===== src/sv/itp_pkg.sv =====
// Shared types and constants of the inversion table to permutation decoder.
`timescale 1ns / 1ps
`default_nettype none

package itp_pkg;

   // Default capacity of the count tree.
   localparam int MAX_VALUES_DEF = 1024;

   // Fixed field widths.
   localparam int VALUE_W = 11;
   localparam int RANK_W  = 10;
   localparam int CFG_W   = 11;
   localparam int TDATA_W = 16;

   localparam int REQ_PAD_W = TDATA_W - RANK_W;
   localparam int RSP_PAD_W = TDATA_W - VALUE_W;

   // Register reset value of value_count.
   localparam logic [CFG_W-1:0] VALUE_COUNT_RST = 11'd1024;

   // Controller states.
   typedef enum logic [2:0] {
      S_INIT,
      S_SWEEP,
      S_IDLE,
      S_CHECK,
      S_DESCEND,
      S_SEND
   } itp_state_type;

   // Commands from the controller to the datapath.
   typedef struct packed {
      logic init;        // capture n, reset root and sweep pointers
      logic sweep;       // write one rebuilt tree node
      logic load_item;   // capture the incoming rank
      logic begin_desc;  // start the descent at the root
      logic step;        // descend one tree level
      logic set_error;   // record an error result
      logic send;        // move the result into the output register
   } itp_cmd_type;

   // Status from the datapath to the controller.
   typedef struct packed {
      logic sweep_last;  // sweep writes its last node this cycle
      logic too_large;   // rank is not below the unused value count
      logic leaf;        // descent reaches a leaf this cycle
      logic out_free;    // output register can take a word
   } itp_sts_type;

endpackage

`default_nettype wire


===== src/sv/itp_ctrl.sv =====
// Controller state machine of the inversion table to permutation decoder.
`timescale 1ns / 1ps
`default_nettype none

module itp_ctrl (
   input  wire logic                 clock,
   input  wire logic                 reset,
   input  wire logic                 req_tvalid,
   input  wire logic                 req_start,
   input  wire itp_pkg::itp_sts_type sts,
   output logic                      req_tready,
   output itp_pkg::itp_cmd_type      cmd
);

   itp_pkg::itp_state_type state_ff, state_in;
   logic                   pend_ff, pend_in;
   logic                   accept;

   // State and pending-item registers.
   always_ff @(posedge clock) begin
      if (reset) begin
         state_ff <= itp_pkg::S_INIT;
         pend_ff  <= 1'b0;
      end else begin
         state_ff <= state_in;
         pend_ff  <= pend_in;
      end
   end

   assign accept  = req_tvalid && req_tready;
   assign pend_in = pend_ff || accept;

   // Next state and commands.
   always_comb begin
      state_in   = state_ff;
      req_tready = 1'b0;
      cmd        = '0;
      case (state_ff)
         itp_pkg::S_INIT: begin
            cmd.init = 1'b1;
            state_in = itp_pkg::S_SWEEP;
         end
         itp_pkg::S_SWEEP: begin
            cmd.sweep = 1'b1;
            if (sts.sweep_last) begin
               state_in = pend_ff ? itp_pkg::S_CHECK : itp_pkg::S_IDLE;
            end
         end
         itp_pkg::S_IDLE: begin
            req_tready = 1'b1;
            if (req_tvalid) begin
               cmd.load_item = 1'b1;
               state_in      = req_start ? itp_pkg::S_INIT : itp_pkg::S_CHECK;
            end
         end
         itp_pkg::S_CHECK: begin
            if (sts.too_large) begin
               cmd.set_error = 1'b1;
               state_in      = itp_pkg::S_SEND;
            end else begin
               cmd.begin_desc = 1'b1;
               state_in       = itp_pkg::S_DESCEND;
            end
         end
         itp_pkg::S_DESCEND: begin
            cmd.step = 1'b1;
            if (sts.leaf) begin
               state_in = itp_pkg::S_SEND;
            end
         end
         itp_pkg::S_SEND: begin
            // Hand off the result and take the next word in the same cycle.
            if (sts.out_free) begin
               cmd.send   = 1'b1;
               req_tready = 1'b1;
               if (req_tvalid) begin
                  cmd.load_item = 1'b1;
                  state_in      = req_start ? itp_pkg::S_INIT : itp_pkg::S_CHECK;
               end else begin
                  state_in = itp_pkg::S_IDLE;
               end
            end
         end
         default: begin
            state_in = itp_pkg::S_INIT;
         end
      endcase
   end

endmodule

`default_nettype wire


===== config.mk =====
export PLATFORM = sky130hd
export DESIGN_NAME = itp_ctrl
export DESIGN_NICKNAME = d
export VERILOG_FILES = /design/src/sv/itp_pkg.sv /design/src/sv/itp_ctrl.sv
export SDC_FILE = /design/constraint.sdc
export NUM_CORES = 1
export LEC_CHECK = 0
export ABC_AREA = 1
export BUFFER_PORTS_ARGS = -buffer_cell sky130_fd_sc_hd__buf_2
export CORE_AREA = 2 2 39 41
export CTS_CLUSTER_DIAMETER = 200
export CTS_CLUSTER_SIZE = 8
export DETAILED_ROUTE_END_ITERATION = 10
export DIE_AREA = 0 0 41 43
export HOLD_SLACK_MARGIN = 0.05
export PLACE_DENSITY = 0.58
export RECOVER_POWER = 25
export REMOVE_ABC_BUFFERS = 1
export SYNTH_ARGS = -nofsm -noshare
export SYNTH_HDL_FRONTEND = slang
export SYNTH_SLANG_ARGS = --single-unit

===== constraint.sdc =====
create_clock -name clock -period 1.1 [get_ports clock]
set_input_delay 0 -clock clock [delete_from_list [all_inputs] [get_ports clock]]
set_output_delay 0 -clock clock [all_outputs]
set_load 0.02 [all_outputs]

==> flow_summary.toml <==
[run_status]
status = "complete, but fails checks"
violations = "setup timing"

[worst_setup_path]
crit_top_cell = "nor2_4"
slowest_delay_ns = 0.32
worstSetupPathType = "reg2out"
cp-start-kind = "flip-flop"
cp_max_fo = 9
end_kind = "output port"
crit_buf_inv = 3
path_cells = "buf_12 > nor2_4 > nand2_2 > o21ai_2 > inv_2 > nor2_4 > buf_6"
required_ns = 1.10
crit_family = "flip-flops"
critPathSlowestCell = "dfxtp_2"
cp.arrival_ns = 1.22

[floorplanning]
rows = 14
die_w_um = 41
dieArea_mm2 = 0.00176
core-area_mm2 = 0.00138
io_pins = 16
start_util = 0.310
die_y_um = 43

[yosys]
synth_area_leaders = "dfxtp_1 (19%), nor2_4 (10%), nand2_1 (8.7%)"
yosys.area.top_type_share = 0.187
synth_seq_area_share = 0.187
synth_area_um2 = 429
netlist_instances = 61
synth_seq_cells = 4
synth_area_per_cell_um2 = 7.04
yosysWarnings = 0
yosysTopAreaCell = "dfxtp_1"
synthDistinctLibCells = 24

[cts]
clk_pin_slew_ns = 0.03
cts.sink_count = 4
clk_latency_ns = 0.23
cts_made_buffers = 3
clockBufferDepth = 2
cts_root_buf = "clkbuf_4"
cts_tree = "yes"
htree_num_levels = 1

[power]
p_clk_frac = 0.094
p_sw_uw = 863
intPower_uw = 957
p_seq_frac = 0.177
p_comb_frac = 0.728
p_leak_uw = 0.000369
ir_drop_mv = 1.27
powerDensity_mw_per_mm2 = 2580
p_sw_frac = 0.474

[final_layout]
final_common_cell = "buf_4"
fillers = 147
stdcell_area_um2 = 707
drive_gt1_frac = 0.626
final_cell_mix = "buf_4 (16), nand2_1 (9), buf_2 (9), inv_1 (7), nor2_1 (5)"
stdcell_count = 107
syn2layout_area_growth_pct = 64.7
multi_input_area_um2 = 294
antenna_cells = 0
nNetsFinal = 101
ff_latch_area_um2 = 88.8

[drt]
ant_nets = 0
dr_wl_met2_um = 601
drc = 0
post_drt_wl_per_cell_um = 9.89
wl_met1_um = 421
viasPerCell = 4.50
met3WireLength_um = 35
firstDrtPassIters = 4
wirelength_um = 1060
top_layer_used = "met3"
via_count = 481
initialDrtViolationCount = 5

[flow_run]
maxCapViolations = 0

[sta]
fin_crit_sh = 1.11
fmax_ghz = 0.818
worst_pin_slew_ns = 0.179
setup_ws_ns = -0.122
finalCriticalPeriod_ns = 1.22
fin_setup_tns_ns = -0.749
hold_viol = 0
fin_skew_ns = 0.000916
setup_viol = 10
rsz0062_at_grt = "true"
slew_violations = 0
slew_headroom = 0.880

[global_route]
grt_pass1_vias = 436
grt_max_degree = 10
antenna_found_initial = 0
track_usage = 0.133
gr-total-overflow = 0
grt_pass1_wl_um = 1630

[placed_design]
dp_cells = 98
placed_cell_area_um2 = 571
gp_congestion = 0.800
io_buffer_count = 15
dp_hpwl_um = 777

[hold_path]
hold_path.class = "in2reg"
metal layers:
layer | vias to the layer above | GRT usage
met5 | - | 0
met4 | 0 | 0.0600
met3 | 0 | 0.0314
met2 | 10 | 0.219
met1 | 217 | 0.151
li1 | 254 | -
cells in the mapped netlist:
library cell / instances
clkinv_4: 1
o21ai_2: 2
nor2_2: 1
nand3_2: 2
nand3_1: 2
buf_6: 3
nand2_4: 1
nor3_1: 2
inv_4: 1
nand3b_1: 1
o211ai_1: 1
o21ai_1: 2
nor4_1: 1
dfxtp_1: 4
nand2_2: 2
a21oi_1: 2
o21ai_0: 1
nand3_4: 1
nand4_1: 1
nor2_4: 4
nand2_1: 10
nor2_1: 6
inv_2: 1
inv_1: 9
registers in the layout (all words and copies together), names as in the netlist:
name / flops
state_ff: 3
pend_ff: 1
final timing paths:
path / from / to / slack [ns] / depth (start not counted)
setup / recovery: state_ff[0] / cmd[4] / -0.12 / 7
hold / removal: sts[3] / state_ff[0] / 0.18 / 4
setup reg to reg: state_ff[2] / state_ff[1] / -0.11 / 7
hold reg to reg: pend_ff / pend_ff / 0.47 / 2
cell type report:
type                    instances  share of cell area
multi-input cells              42               0.416
repair buffers                 30               0.324
flip-flops and latches          4               0.126
inverters                      12              0.0743
clock buffers                   3              0.0319
well taps                      16              0.0283
per-stage QoR:
stage          hold WS, ns  setup WS (ns)   util  power, uW
2_1_floorplan       0.0691         -0.296      -        994
3_3_place_gp         0.195         -0.141  0.412       1390
3_5_place_dp         0.192         -0.166  0.412       1390
4_1_cts              0.168         -0.134  0.496       1770
5_1_grt              0.217         -0.182  0.511       1950
6_report             0.180         -0.122  0.511       1820
worst reg2reg max path, cell delays in order, from the launching register on:
cell,delay (ns)
dfxtp_4,0.39
buf_4,0.15
buf_4,0.12
nand3b_1,0.09
o21ai_2,0.08
nor2_4,0.12
nand2_1,0.08
a21oi_2,0.11
power by group through the flow:
| stage | logic (uW) | registers, uW | clock network (uW) |
|---|---|---|---|
| 2_1_floorplan | 635 | 358 | 0 |
| 3_3_place_gp | 1090 | 300 | 0 |
| 3_5_place_dp | 1090 | 302 | 0 |
| 4_1_cts | 1260 | 320 | 185 |
| 5_1_grt | 1440 | 329 | 186 |
| 6_report | 1330 | 323 | 172 |
repair_timing:
| item | CTS | global route |
|---|---|---|
| resized for setup | 16 | 6 |
| hold endpoints to repair | 3 | 0 |
| setup buffers | 5 | 0 |
| setup endpoints to repair | 12 | 12 |
| pin swaps | 3 | 1 |
| hold buffers | 1 | 0 |
cell families after synthesis:
kind of cell | count (synthesis) | share of synthesized area
compound gates | 8 | 0.117
buf+inv | 15 | 0.201
flops | 4 | 0.187
simple gates | 34 | 0.496
No activity file was read; power rests on OpenSTA's default activity.
